--- config.mk ---
export PLATFORM = sky130hd
export DESIGN_NAME = rgb_to_hsv_convert
export DESIGN_NICKNAME = d
export VERILOG_FILES = /design/src/rtl/core/rhc_pkg.sv /design/src/rtl/core/rhc_div_pipe.sv /design/src/rtl/core/rgb_to_hsv_convert.sv
export SDC_FILE = /design/constraint.sdc
export NUM_CORES = 1
export LEC_CHECK = 0
export BUFFER_PORTS_ARGS = -buffer_cell sky130_fd_sc_hd__buf_2
export CAP_MARGIN = 20
export CELL_PAD_IN_SITES_DETAIL_PLACEMENT = 1
export CELL_PAD_IN_SITES_GLOBAL_PLACEMENT = 1
export CORE_UTILIZATION = 40
export CTS_CLUSTER_DIAMETER = 30
export DETAILED_ROUTE_END_ITERATION = 10
export GPL_ROUTABILITY_DRIVEN = 1
export GPL_TIMING_DRIVEN = 0
export MAX_ROUTING_LAYER = met4
export PLACE_DENSITY_LB_ADDON = 0.1
export SYNTH_ARGS = -nofsm -noshare
export SYNTH_HDL_FRONTEND = slang
export SYNTH_SLANG_ARGS = --single-unit
--- constraint.sdc ---
create_clock -name clk -period 7.4 [get_ports clk]
set_clock_uncertainty 0.1 [all_clocks]
set_input_delay 0.74 -clock clk [delete_from_list [all_inputs] [get_ports clk]]
set_output_delay 0.74 -clock clk [all_outputs]
set_load 0.01 [all_outputs]
--- src/rtl/core/rhc_pkg.sv ---
// Shared types and constants for the RGB to HSV converter.
`timescale 1ns / 1ps
`default_nettype none

package rhc_pkg;

  // Field widths
  localparam int COMP_W    = 8;
  localparam int HUE_W     = 15;
  localparam int QUO_W     = 12;
  localparam int SAT_NUM_W = 16;
  localparam int HUE_NUM_W = 20;

  // Fixed-point constants, hue in 1/64 degree
  localparam logic [COMP_W-1:0] CMAX      = 8'd255;
  localparam logic [QUO_W-1:0]  HUE_SIXTH = 12'd3840;
  localparam logic [HUE_W-1:0]  HUE_FULL  = 15'd23040;
  localparam logic [HUE_W-1:0]  HUE_GREEN = 15'd7680;
  localparam logic [HUE_W-1:0]  HUE_BLUE  = 15'd15360;

  // Which component holds the maximum
  typedef enum logic [1:0] {
    SEC_RED,
    SEC_GREEN,
    SEC_BLUE
  } sector_t;

  // Side data that travels with each transaction through the divider
  typedef struct packed {
    logic              gray;
    sector_t           sector;
    logic              neg;
    logic [COMP_W-1:0] value;
  } tag_t;

endpackage

`default_nettype wire

--- src/rtl/core/rhc_div_pipe.sv ---
// Pipelined restoring divider with two lanes, each with its own divisor, one quotient bit per stage.
`timescale 1ns / 1ps
`default_nettype none

module rhc_div_pipe (
  input  wire                             clk,
  input  wire                             rst_n,
  input  wire                             in_vld,
  input  wire [rhc_pkg::SAT_NUM_W-1:0]    sat_num,
  input  wire [rhc_pkg::HUE_NUM_W-1:0]    hue_num,
  input  wire [rhc_pkg::COMP_W-1:0]       sat_den,
  input  wire [rhc_pkg::COMP_W-1:0]       den,
  input  rhc_pkg::tag_t                   in_tag,
  output logic                            out_vld,
  output logic [rhc_pkg::QUO_W-1:0]       sat_quo,
  output logic [rhc_pkg::QUO_W-1:0]       hue_quo,
  output rhc_pkg::tag_t                   out_tag
);

  localparam int QW     = rhc_pkg::QUO_W;
  localparam int DW     = rhc_pkg::COMP_W;
  localparam int SW     = rhc_pkg::SAT_NUM_W;
  localparam int HW     = rhc_pkg::HUE_NUM_W;
  localparam int SCMP_W = SW + DW;
  localparam int HCMP_W = HW + DW;

  // Stage registers, index s holds the result of stage s
  logic              vld_r     [QW];
  logic [SW-1:0]     sat_rem_r [QW];
  logic [HW-1:0]     hue_rem_r [QW];
  logic [QW-1:0]     sat_q_r   [QW];
  logic [QW-1:0]     hue_q_r   [QW];
  logic [DW-1:0]     sat_den_r [QW];
  logic [DW-1:0]     den_r     [QW];
  rhc_pkg::tag_t     tag_r     [QW];

  for (genvar s = 0; s < QW; s++) begin : g_stage
    localparam int K = QW - 1 - s;

    logic          vld_in;
    logic [SW-1:0] sat_rem_in;
    logic [HW-1:0] hue_rem_in;
    logic [QW-1:0] sat_q_in;
    logic [QW-1:0] hue_q_in;
    logic [DW-1:0] sat_den_in;
    logic [DW-1:0] den_in;
    rhc_pkg::tag_t tag_in;

    logic [SCMP_W-1:0] sat_trial;
    logic [HCMP_W-1:0] hue_trial;
    logic              sat_ge;
    logic              hue_ge;
    logic [SW-1:0]     sat_rem_nxt;
    logic [HW-1:0]     hue_rem_nxt;

    // Select stage input: ports for the first stage, previous stage otherwise
    if (s == 0) begin : g_first
      assign vld_in     = in_vld;
      assign sat_rem_in = sat_num;
      assign hue_rem_in = hue_num;
      assign sat_q_in   = '0;
      assign hue_q_in   = '0;
      assign sat_den_in = sat_den;
      assign den_in     = den;
      assign tag_in     = in_tag;
    end else begin : g_next
      assign vld_in     = vld_r[s-1];
      assign sat_rem_in = sat_rem_r[s-1];
      assign hue_rem_in = hue_rem_r[s-1];
      assign sat_q_in   = sat_q_r[s-1];
      assign hue_q_in   = hue_q_r[s-1];
      assign sat_den_in = sat_den_r[s-1];
      assign den_in     = den_r[s-1];
      assign tag_in     = tag_r[s-1];
    end

    // Try to subtract the divisor shifted to this quotient bit
    always_comb begin
      sat_trial   = SCMP_W'(sat_den_in) << K;
      hue_trial   = HCMP_W'(den_in) << K;
      sat_ge      = SCMP_W'(sat_rem_in) >= sat_trial;
      hue_ge      = HCMP_W'(hue_rem_in) >= hue_trial;
      sat_rem_nxt = sat_ge ? (sat_rem_in - sat_trial[SW-1:0]) : sat_rem_in;
      hue_rem_nxt = hue_ge ? (hue_rem_in - hue_trial[HW-1:0]) : hue_rem_in;
    end

    // Advance the valid bit
    always_ff @(posedge clk) begin
      if (!rst_n) begin
        vld_r[s] <= 1'b0;
      end else begin
        vld_r[s] <= vld_in;
      end
    end

    // Advance the payload, shifting the new quotient bit in from the bottom
    always_ff @(posedge clk) begin
      sat_rem_r[s] <= sat_rem_nxt;
      hue_rem_r[s] <= hue_rem_nxt;
      sat_q_r[s]   <= {sat_q_in[QW-2:0], sat_ge};
      hue_q_r[s]   <= {hue_q_in[QW-2:0], hue_ge};
      sat_den_r[s] <= sat_den_in;
      den_r[s]     <= den_in;
      tag_r[s]     <= tag_in;
    end
  end

  assign out_vld = vld_r[QW-1];
  assign sat_quo = sat_q_r[QW-1];
  assign hue_quo = hue_q_r[QW-1];
  assign out_tag = tag_r[QW-1];

endmodule

`default_nettype wire

--- src/rtl/core/rgb_to_hsv_convert.sv ---
// Top level of the RGB to HSV converter: sort, scale, divide and combine stages.
// Registers from start to the result: stage 1, stage 2, the divider stages and the output register;
// out_valid comes straight from the output register, which loads the divider result.
// Throughput: one transaction per cycle; busy stays low, the pipeline never stalls.
// The depth is set by the 12-stage restoring divider, one quotient bit per stage.
// Reset: rst_n (synchronous, active low) clears all valid bits; data registers keep contents.
`timescale 1ns / 1ps
`default_nettype none

module rgb_to_hsv_convert (
  input  wire                           clk,
  input  wire                           rst_n,
  input  wire                           start,
  output logic                          busy,
  input  wire [rhc_pkg::COMP_W-1:0]     in_red,
  input  wire [rhc_pkg::COMP_W-1:0]     in_green,
  input  wire [rhc_pkg::COMP_W-1:0]     in_blue,
  output logic                          out_valid,
  output logic [rhc_pkg::HUE_W-1:0]     out_hue,
  output logic [rhc_pkg::COMP_W-1:0]    out_saturation,
  output logic [rhc_pkg::COMP_W-1:0]    out_value
);

  localparam int CW = rhc_pkg::COMP_W;
  localparam int QW = rhc_pkg::QUO_W;
  localparam int HW = rhc_pkg::HUE_W;
  localparam int SW = rhc_pkg::SAT_NUM_W;
  localparam int NW = rhc_pkg::HUE_NUM_W;

  logic in_fire;

  // Stage 1: max, min, sector and signed difference
  logic              s1_vld_r;
  logic [CW-1:0]     s1_max_r;
  logic [CW-1:0]     s1_delta_r;
  logic [CW-1:0]     s1_diff_r;
  logic              s1_neg_r;
  rhc_pkg::sector_t  s1_sector_r;

  logic [CW-1:0]     max_nxt;
  logic [CW-1:0]     min_nxt;
  logic [CW-1:0]     op_a;
  logic [CW-1:0]     op_b;
  logic              neg_nxt;
  rhc_pkg::sector_t  sector_nxt;

  // Stage 2: scaled dividends
  logic              s2_vld_r;
  logic [SW-1:0]     s2_sat_num_r;
  logic [NW-1:0]     s2_hue_num_r;
  logic [CW-1:0]     s2_sat_den_r;
  logic [CW-1:0]     s2_den_r;
  rhc_pkg::tag_t     s2_tag_r;

  // Divider outputs
  logic              dv_vld;
  logic [QW-1:0]     dv_sat_q;
  logic [QW-1:0]     dv_hue_q;
  rhc_pkg::tag_t     dv_tag;

  // Output stage
  logic              out_vld_r;
  logic [HW-1:0]     out_hue_r;
  logic [CW-1:0]     out_sat_r;
  logic [CW-1:0]     out_val_r;
  logic [HW-1:0]     hue_nxt;
  logic [HW-1:0]     base;
  logic [HW-1:0]     offs;

  // Accept a transaction every cycle
  assign busy    = 1'b0;
  assign in_fire = start && !busy;

  // Sort components, red wins ties, then green
  always_comb begin
    max_nxt = in_red;
    min_nxt = in_red;
    if (in_green > max_nxt) max_nxt = in_green;
    if (in_blue  > max_nxt) max_nxt = in_blue;
    if (in_green < min_nxt) min_nxt = in_green;
    if (in_blue  < min_nxt) min_nxt = in_blue;

    if (in_red >= in_green && in_red >= in_blue) begin
      sector_nxt = rhc_pkg::SEC_RED;
      op_a       = in_green;
      op_b       = in_blue;
    end else if (in_green >= in_blue) begin
      sector_nxt = rhc_pkg::SEC_GREEN;
      op_a       = in_blue;
      op_b       = in_red;
    end else begin
      sector_nxt = rhc_pkg::SEC_BLUE;
      op_a       = in_red;
      op_b       = in_green;
    end
    neg_nxt = op_a < op_b;
  end

  always_ff @(posedge clk) begin
    if (!rst_n) begin
      s1_vld_r <= 1'b0;
    end else begin
      s1_vld_r <= in_fire;
    end
  end

  // Hold magnitude of the difference and its sign
  always_ff @(posedge clk) begin
    s1_max_r    <= max_nxt;
    s1_delta_r  <= max_nxt - min_nxt;
    s1_diff_r   <= neg_nxt ? (op_b - op_a) : (op_a - op_b);
    s1_neg_r    <= neg_nxt;
    s1_sector_r <= sector_nxt;
  end

  // Scale numerators by constants
  always_ff @(posedge clk) begin
    if (!rst_n) begin
      s2_vld_r <= 1'b0;
    end else begin
      s2_vld_r <= s1_vld_r;
    end
  end

  always_ff @(posedge clk) begin
    s2_sat_num_r    <= SW'(s1_delta_r) * SW'(rhc_pkg::CMAX);
    s2_hue_num_r    <= NW'(s1_diff_r) * NW'(rhc_pkg::HUE_SIXTH);
    s2_sat_den_r    <= s1_max_r;
    s2_den_r        <= s1_delta_r;
    s2_tag_r.gray   <= (s1_delta_r == '0);
    s2_tag_r.sector <= s1_sector_r;
    s2_tag_r.neg    <= s1_neg_r;
    s2_tag_r.value  <= s1_max_r;
  end

  // Divide saturation by max and hue by delta
  rhc_div_pipe u_div (
    .clk     (clk),
    .rst_n   (rst_n),
    .in_vld  (s2_vld_r),
    .sat_num (s2_sat_num_r),
    .hue_num (s2_hue_num_r),
    .sat_den (s2_sat_den_r),
    .den     (s2_den_r),
    .in_tag  (s2_tag_r),
    .out_vld (dv_vld),
    .sat_quo (dv_sat_q),
    .hue_quo (dv_hue_q),
    .out_tag (dv_tag)
  );

  // Combine sector base and signed offset into hue
  always_comb begin
    offs = HW'(dv_hue_q);
    case (dv_tag.sector)
      rhc_pkg::SEC_RED:   base = dv_tag.neg ? rhc_pkg::HUE_FULL : '0;
      rhc_pkg::SEC_GREEN: base = rhc_pkg::HUE_GREEN;
      rhc_pkg::SEC_BLUE:  base = rhc_pkg::HUE_BLUE;
      default:            base = '0;
    endcase
    if (dv_tag.gray) begin
      hue_nxt = '0;
    end else if (dv_tag.neg) begin
      hue_nxt = base - offs;
    end else begin
      hue_nxt = base + offs;
    end
  end

  always_ff @(posedge clk) begin
    if (!rst_n) begin
      out_vld_r <= 1'b0;
    end else begin
      out_vld_r <= dv_vld;
    end
  end

  always_ff @(posedge clk) begin
    out_hue_r <= hue_nxt;
    out_sat_r <= dv_tag.gray ? '0 : dv_sat_q[CW-1:0];
    out_val_r <= dv_tag.value;
  end

  assign out_valid      = out_vld_r;
  assign out_hue        = out_hue_r;
  assign out_saturation = out_sat_r;
  assign out_value      = out_val_r;

endmodule

`default_nettype wire

==> results.md, run 1 <==
| Stage | Parameter | This run |
|---|---|---|
| floorplanning | IO Pins | 60 |
| sta | Actual transition at the worst max-transition pin | 1.108 ns |
| layout | Antenna Diode Count | 0 |
| global route | Number of global-route vias before repair | 25,360 |
| critical path | CP max-delay cell | sky130_fd_sc_hd__a21oi_1 |
| global route | Sum of overflow across all layers after global routing | 0 |
| critical path | Reg-to-reg setup timing slack | 2.70 ns |
| placed design | Input/output buffers | 58 |
| routing | Avg Vias per Cell | 4.890 |
| routing | Final routed wire length divided by cell count | 15.48 um |
| routing | Initial DRT Pass Iterations | 4 |
| synthesis | Share of synthesized registers carrying an async set or reset | 0% |
| synthesis | Synthesized instance count | 3,267 |
| global route | Met2 demand-to-capacity share in global routing | 34.53% |
| sta | Final worst path period share | 84.18% |
| clock tree | Number of sinks handled by clock tree synthesis | 791 |
| critical path | Crit path capture type | flip-flop |
| clock tree | Number of clock buffers inserted by TritonCTS | 157 |
| worst hold path | HP Class | primary input to flip-flop |
| synthesis | Post-synthesis sequential area ratio | 47.89% |
| synthesis | Number of nets in the synthesized netlist | 3,672 |
| sta | Worst slew margin relative to its limit | 25.44% |
| global route | GR Util All Layers | 18.29% |
| layout | Final standard cell count with taps included and fillers excluded | 4,682 |
| global route | Number of antenna violations at the first check in global routing | 1 |
| routing | DRT antenna net count | 0 |
| global route | First-pass GRT wire length | 120,900 um |
| run | Count of maximum capacitance violations | 0 |
| routing | Number of violations reported at the end of detailed-routing iteration 0 | 600 |
| clock tree | Worst-skew pair later-pin latency | 0.71 ns |
| clock tree | Post CTS Setup Buffer Count | 0 |
| synthesis | Number of warning messages in the yosys log | 0 |
| layout | Final instance area | 40,410 um^2 |
| global route | Largest net degree at the start of global routing | 17 |
| clock tree | Clock tree from TritonCTS | yes |
| global route | M3 GR Usage | 3.689% |
| clock tree | Maximum count of clock buffers along a single path | 3 |
| sta | Final number of setup-violating endpoints | 0 |
| routing | Routed vias | 22,890 |
| clock tree | Cts hold-fix bufs | 0 |
| sta | Max Transition Viols Final | 0 |
| sta | Setup total negative slack | 0 ns |
| critical path | Delay contributed by the slowest stage of the critical path | 0.60 ns |
| critical path | Maximum net fanout on the critical path | 10 |
| sta | Shortest clock period the worst path allows after layout | 6.229 ns |
| critical path | Startpoint-to-endpoint class of the critical path | primary input to flip-flop |
| layout | Net count, final | 3,889 |
| floorplanning | Die boundary width | 289.5 um |
| global route | Peak-usage layer in the global routing report | met2 |
| floorplanning | Rows | 105 |
| sta | RSZ-0062 raised after global routing | no |
| global route | Global-route met1 utilization | 18.10% |
| floorplanning | Area enclosed by the die boundary | 83,820 um^2 |
| floorplanning | Die height | 289.5 um |
| synthesis | Number of enable flip-flop cells after synthesis | 0 |
| layout | Leading cell type in the layout, fill and taps excluded | sky130_fd_sc_hd__dfxtp_1 |
| sta | Final hold viol count | 0 |
| placed design | Global placer's final weighted congestion | 0.8634 |
| placed design | Total cell area at the placement stage | 34,700 um^2 |
| synthesis | Syn_area_per_cell | 10.12 um^2 |
| clock tree | Root cell of the clock tree | sky130_fd_sc_hd__clkbuf_16 |
| floorplanning | Core region area | 81,980 um^2 |
| layout | Fraction of final layout cells with drive strength greater than 1 | 11.49% |
| routing | Overall routed net length | 72,500 um |
| layout | Leading cell types in the layout, fill and taps excluded | 791 x sky130_fd_sc_hd__dfxtp_1, 360 x sky130_fd_sc_hd__inv_1, 310 x sky130_fd_sc_hd__ha_1 |
| critical path | Most numerous cell on the critical path | sky130_fd_sc_hd__a21oi_1 |
| critical path | Data required time of the worst path | 7.91 ns |
| sta | Maximum clock rate | 160.5 MHz |
| clock tree | H-tree levels | 4 |
| layout | Utilization after layout | 49.29% |
| outcome | Status | finished, final reports clean |
| synthesis | Post-Syn Area | 33,070 um^2 |
| layout | Area added between synthesis and finish | 22.20% |
| routing | # DRC | 0 |
| critical path | Arrival time at the worst endpoint | 6.73 ns |
| synthesis | Most used DFF post-synth | sky130_fd_sc_hd__dfxtp_1 |
| clock tree | Clock transition at path regs | 0.04 ns |
| clock tree | Post-cts gate resize count | 0 |
| synthesis | Yosys reg bits | 791 |
| synthesis | Post-synthesis cell type count | 78 |
| placed design | Placed instance count | 4,395 |
| placed design | Sum of net half-perimeters after detailed placement | 55,160 um |
| critical path | Startpoint type of the worst setup path | primary input |
| floorplanning | Effective utilization at floorplan | 40.34% |
==> worst max-delay path, delay by kind of cell <==
family / cells / cell delay, ns
buffers and inverters: 6 / 1.09
AO/OA/AOI/OAI: 13 / 3.02
AND/OR/NAND/NOR: 6 / 0.90
adder cells (fa/ha/maj): 3 / 0.82
XOR/XNOR: 1 / 0.15
==> registers in the layout, indices dropped and copies added (netlist names), 12 cells and up <==
signal,count
u_div.sat_rem_r,176
u_div.hue_rem_r,160
u_div.tag_r,144
u_div.hue_q_r,78
u_div.den_r,77
u_div.sat_q_r,36
out_hue,15
s2_sat_num_r,15
s2_hue_num_r,12
s2_tag_r,12
u_div.vld_r,12
==> cell type report <==
class	count	area, um^2
clock buffer	193	4295
inverter	360	1351
buffer	45	187.7
multi-input combinational	2071	15690
timing repair buffer	58	290.3
sequential	791	15840
tap	1070	1339
clock inverter	94	1416
fill	8891	41570
==> per-stage QoR <==
stage          hold slack (ns)  setup slack, ns
4_1_cts                 0.1107            1.284
3_5_place_dp            0.2132           0.5023
5_1_grt                 0.1247           0.7343
3_3_place_gp            0.2097           0.7738
6_report                0.1676            1.171
2_1_floorplan           0.2096            1.750
==> cells by family (layout without fill, tap and decap cells) <==
family                     after synthesis  after routing  synth area share [%]
and+or+nand+nor                        791            791                 11.89
AOI/OAI and AO/OA                      583            583                 10.68
muxes                                  103            103                 3.341
buffers and inverters                  405            750                 4.654
xor gates and xnor gates               215            215                 5.695
other                                    1              1               0.01134
DFF                                    791            791                 47.89
adders and majority gates              378            378                 15.85
==> final timing paths <==
path	cells past startpoint	from	endpoint
worst min register to register	0	u_div.hue_q_r[1][2]$_DFF_P_	u_div.hue_q_r[1][15]$_DFF_P_
worst max register to register	15	s1_delta_r[3]$_DFF_P_	s2_sat_num_r[15]$_DFF_P_
worst min-delay path	2	start	s1_vld_r$_SDFF_PN0_
worst max-delay path	29	in_green[5]	s1_delta_r[7]$_DFF_P_
==> cell usage after synthesis, types with 20 or more instances <==
cell type	count	area (um^2)
sky130_fd_sc_hd__fa_1	68	1361
sky130_fd_sc_hd__clkbuf_1	34	127.6
sky130_fd_sc_hd__nand4_1	28	175.2
sky130_fd_sc_hd__nor2_1	211	792.0
sky130_fd_sc_hd__a21o_1	60	450.4
sky130_fd_sc_hd__nand3_1	28	140.1
sky130_fd_sc_hd__xor2_1	84	735.7
sky130_fd_sc_hd__mux2i_1	44	440.4
sky130_fd_sc_hd__a21oi_1	172	860.8
sky130_fd_sc_hd__o21ai_0	187	935.9
sky130_fd_sc_hd__a21boi_0	20	150.1
sky130_fd_sc_hd__ha_1	310	3879
sky130_fd_sc_hd__and2_1	31	193.9
sky130_fd_sc_hd__nand2_1	195	732.0
sky130_fd_sc_hd__nor2b_1	72	450.4
sky130_fd_sc_hd__nor4_1	40	250.2
sky130_fd_sc_hd__inv_1	360	1351
sky130_fd_sc_hd__mux2_2	58	653.1
sky130_fd_sc_hd__dfxtp_1	791	15840
sky130_fd_sc_hd__o21a_1	27	202.7
sky130_fd_sc_hd__xnor2_1	131	1147
sky130_fd_sc_hd__nor3_1	62	310.3
sky130_fd_sc_hd__nand2b_1	55	344.1
==> routing by layer <==
| metal | vias to the layer above | share of wire, % | wire (um) |
|---|---|---|---|
| li1 | 11480 | - | - |
| met3 | 148 | 3.1 | 2221 |
| met5 | - | 0 | 0 |
| met1 | 10970 | 40 | 28950 |
| met2 | 298 | 54 | 39350 |
| met4 | 0 | 2.7 | 1975 |
Power of run 1 is not shown: default switching activity piles up to over one toggle a cycle in this logic, so the estimate is an artifact.
==> run 2, diff against run 1 <==
==> constraint.sdc (replaced) <==
create_clock -name clk -period 6.1 [get_ports clk]
set_clock_uncertainty 0.1 [all_clocks]
set_input_delay 0.61 -clock clk [delete_from_list [all_inputs] [get_ports clk]]
set_output_delay 0.61 -clock clk [all_outputs]
set_load 0.01 [all_outputs]
==> run 2 against run 1 <==
Compared with the run above: global-route usage unchanged; largest cell class unchanged; clock-buffer cell count unchanged; via count about the same; worst setup slack worse by 0.70 ns; register-to-register slack worse by 1.3 ns.
==> results.md, run 2 (synthesis gave the netlist of run 1 again) <==
| Stage | Parameter | This run | Change |
|---|---|---|---|
| layout | Leading cell types in the layout, fill and taps excluded | 791 x sky130_fd_sc_hd__dfxtp_1, 360 x sky130_fd_sc_hd__inv_1, 310 x sky130_fd_sc_hd__ha_1 |  |
| critical path | Delay contributed by the slowest stage of the critical path | 0.46 ns | -0.14 ns |
| critical path | Crit path capture type | flip-flop |  |
| floorplanning | Core region area | 81,980 um^2 | unchanged |
| floorplanning | Rows | 105 | unchanged |
| critical path | Startpoint-to-endpoint class of the critical path | primary input to flip-flop |  |
| floorplanning | Effective utilization at floorplan | 40.34% | unchanged |
| placed design | Total cell area at the placement stage | 34,700 um^2 | unchanged |
| routing | Number of violations reported at the end of detailed-routing iteration 0 | 592 | -1.3% |
| global route | GR Util All Layers | 18.29% | unchanged |
| global route | Number of antenna violations at the first check in global routing | 1 | unchanged |
| sta | Final worst path period share | 92.31% |  |
| clock tree | Worst-skew pair later-pin latency | 0.71 ns | about the same |
| sta | Shortest clock period the worst path allows after layout | 5.631 ns |  |
| placed design | Input/output buffers | 58 | unchanged |
| clock tree | Maximum count of clock buffers along a single path | 3 | unchanged |
| sta | Final number of setup-violating endpoints | 0 | unchanged |
| critical path | Most numerous cell on the critical path | sky130_fd_sc_hd__a21oi_1 |  |
| critical path | Reg-to-reg setup timing slack | 1.40 ns | -1.30 ns |
| clock tree | H-tree levels | 4 | unchanged |
| sta | Max Transition Viols Final | 0 | unchanged |
| critical path | Arrival time at the worst endpoint | 6.14 ns | -0.59 ns |
| sta | RSZ-0062 raised after global routing | no |  |
| layout | Leading registers by flop count | u_div.sat_rem_r x176, u_div.hue_rem_r x160, u_div.tag_r x144 |  |
| layout | Area of the multi-input gates | 15,710 um^2 | about the same |
| worst hold path | Hold path cells | 2 | unchanged |
| critical path | Data required time of the worst path | 6.61 ns | -1.30 ns |
| placed design | Sum of net half-perimeters after detailed placement | 55,160 um | unchanged |
| clock tree | Number of sinks handled by clock tree synthesis | 791 | unchanged |
| clock tree | Root cell of the clock tree | sky130_fd_sc_hd__clkbuf_16 |  |
| layout | Utilization after layout | 49.32% | about the same |
| outcome | Status | finished, final reports clean |  |
| layout | Filler Cell Count | 8,889 | -0.022% |
| routing | Avg Vias per Cell | 4.885 | about the same |
| layout | Leading cell type in the layout, fill and taps excluded | sky130_fd_sc_hd__dfxtp_1 |  |
| global route | Largest net degree at the start of global routing | 17 | unchanged |
| critical path | Maximum net fanout on the critical path | 10 | unchanged |
| routing | Initial DRT Pass Iterations | 4 | unchanged |
| clock tree | Number of clock buffers inserted by TritonCTS | 157 | unchanged |
| floorplanning | IO Pins | 60 | unchanged |
| layout | Area added between synthesis and finish | 22.28% | about the same |
| clock tree | Clock tree from TritonCTS | yes |  |
| layout | Number of flip-flops under the largest register name | 176 | unchanged |
| floorplanning | Die boundary width | 289.5 um | unchanged |
| run | Count of maximum capacitance violations | 0 | unchanged |
| sta | Actual transition at the worst max-transition pin | 1.114 ns | +0.006073 ns |
| critical path | CP max-delay cell | sky130_fd_sc_hd__or4_1 |  |
| worst hold path | End of the worst hold path | u_div.vld_r[11]$_DFF_P_ |  |
| routing | Overall routed net length | 72,460 um | about the same |
| global route | Sum of overflow across all layers after global routing | 0 | unchanged |
| clock tree | Clock transition at path regs | 0.04 ns | about the same |
| worst hold path | HP Class | primary input to flip-flop |  |
| routing | DRT antenna net count | 0 | unchanged |
| layout | Final instance area | 40,430 um^2 | about the same |
| critical path | Worst reg-to-reg path cell count | 15 | unchanged |
| layout | Sequential cell area | 15,840 um^2 | unchanged |
| layout | Fraction of final layout cells with drive strength greater than 1 | 11.57% | +0.080 points |
| floorplanning | Area enclosed by the die boundary | 83,820 um^2 | unchanged |
| sta | Worst slew margin relative to its limit | 25.03% | -0.41 points |
| sta | Final hold viol count | 0 | unchanged |
| global route | Number of global-route vias before repair | 25,360 | unchanged |
| layout | Antenna Diode Count | 0 | unchanged |
| placed design | Global placer's final weighted congestion | 0.8634 | unchanged |
| layout | Register ranked first by flip-flop count | u_div.sat_rem_r |  |
| critical path | Reg-to-reg startpoint | s1_delta_r[3]$_DFF_P_ |  |
| sta | Maximum clock rate | 177.6 MHz |  |
| worst hold path | Source of the worst hold timing path | rst_n |  |
| floorplanning | Die height | 289.5 um | unchanged |
| critical path | Startpoint type of the worst setup path | primary input |  |
| routing | Final routed wire length divided by cell count | 15.47 um | about the same |
| routing | # DRC | 0 | unchanged |
| routing | Routed vias | 22,880 | -0.066% |
| layout | Net count, final | 3,890 | +0.026% |
| critical path | Endpoint of the worst-slack reg-to-reg timing path | s2_sat_num_r[15]$_DFF_P_ |  |
| global route | First-pass GRT wire length | 120,900 um | unchanged |
[run 2: changes by cell type in the layout (fill, tap and decap cells not counted), sizes merged]
cell,before,now
dlygate4sd3,0,1
[run 2: final cells by class]
type	instances	area share (%)
plain buffers	45	0.4673
clock buffers	193	10.62
clock inverters	94	3.503
inverters	360	3.342
multi-input cells	2071	38.85
flip-flops and latches	791	39.16
well taps	1070	3.311
repair buffers	59	0.7427
[run 2: what timing repair did]
item,in CTS,in global routing
endpoints found under the setup margin,0,3
buffers inserted,0,0
gates resized for setup,0,5
endpoints found under the hold margin,1,0
hold buffers,1,0
[run 2: per-stage QoR]
| step | setup TNS [ns] | cells | hold slack (ns) | setup WS, ns |
|---|---|---|---|---|
| after floorplan | 0 | 3267 | 0.2096 | 0.5804 |
| after global placement | -0.6933 | 4395 | 0.2097 | -0.3962 |
| after detailed placement | -1.458 | 4395 | 0.2132 | -0.6677 |
| after CTS | 0 | 4683 | 0.009982 | 0.1145 |
| after global routing | 0 | 4683 | 0.05159 | 0.06975 |
| final | 0 | 4683 | 0.07013 | 0.4691 |
[run 2: routing by layer]
layer	GRT usage [%]	wire (um)	vias up
li1	-	-	11480
met1	18.10	28810	10950
met2	34.53	39350	296
met3	3.689	2304	150
met4	7.461	1995	0
met5	-	0	-
[run 2: worst max-delay path: cells and delay by family]
kind	cells	cell delay, ns
compound gates	13	2.71
fa+ha+maj	3	0.82
buf+inv	6	1.00
xor+xnor	1	0.15
simple gates	6	0.85
[run 2: how the worst max path moves through the flow]
stage               depth (start not counted)                    end        start  slack (ns)
floorplan                                  28  s1_delta_r[7]$_DFF_P_  in_green[5]        0.58
global placement                           29  s1_delta_r[7]$_DFF_P_  in_green[5]       -0.40
detailed placement                         29  s1_delta_r[7]$_DFF_P_  in_green[5]       -0.67
CTS                                        29  s1_delta_r[7]$_DFF_P_  in_green[5]        0.11
global route                               29  s1_delta_r[7]$_DFF_P_  in_green[5]        0.07
finish                                     29  s1_delta_r[7]$_DFF_P_  in_green[5]        0.47
Power of run 2 is left out for the same reason.
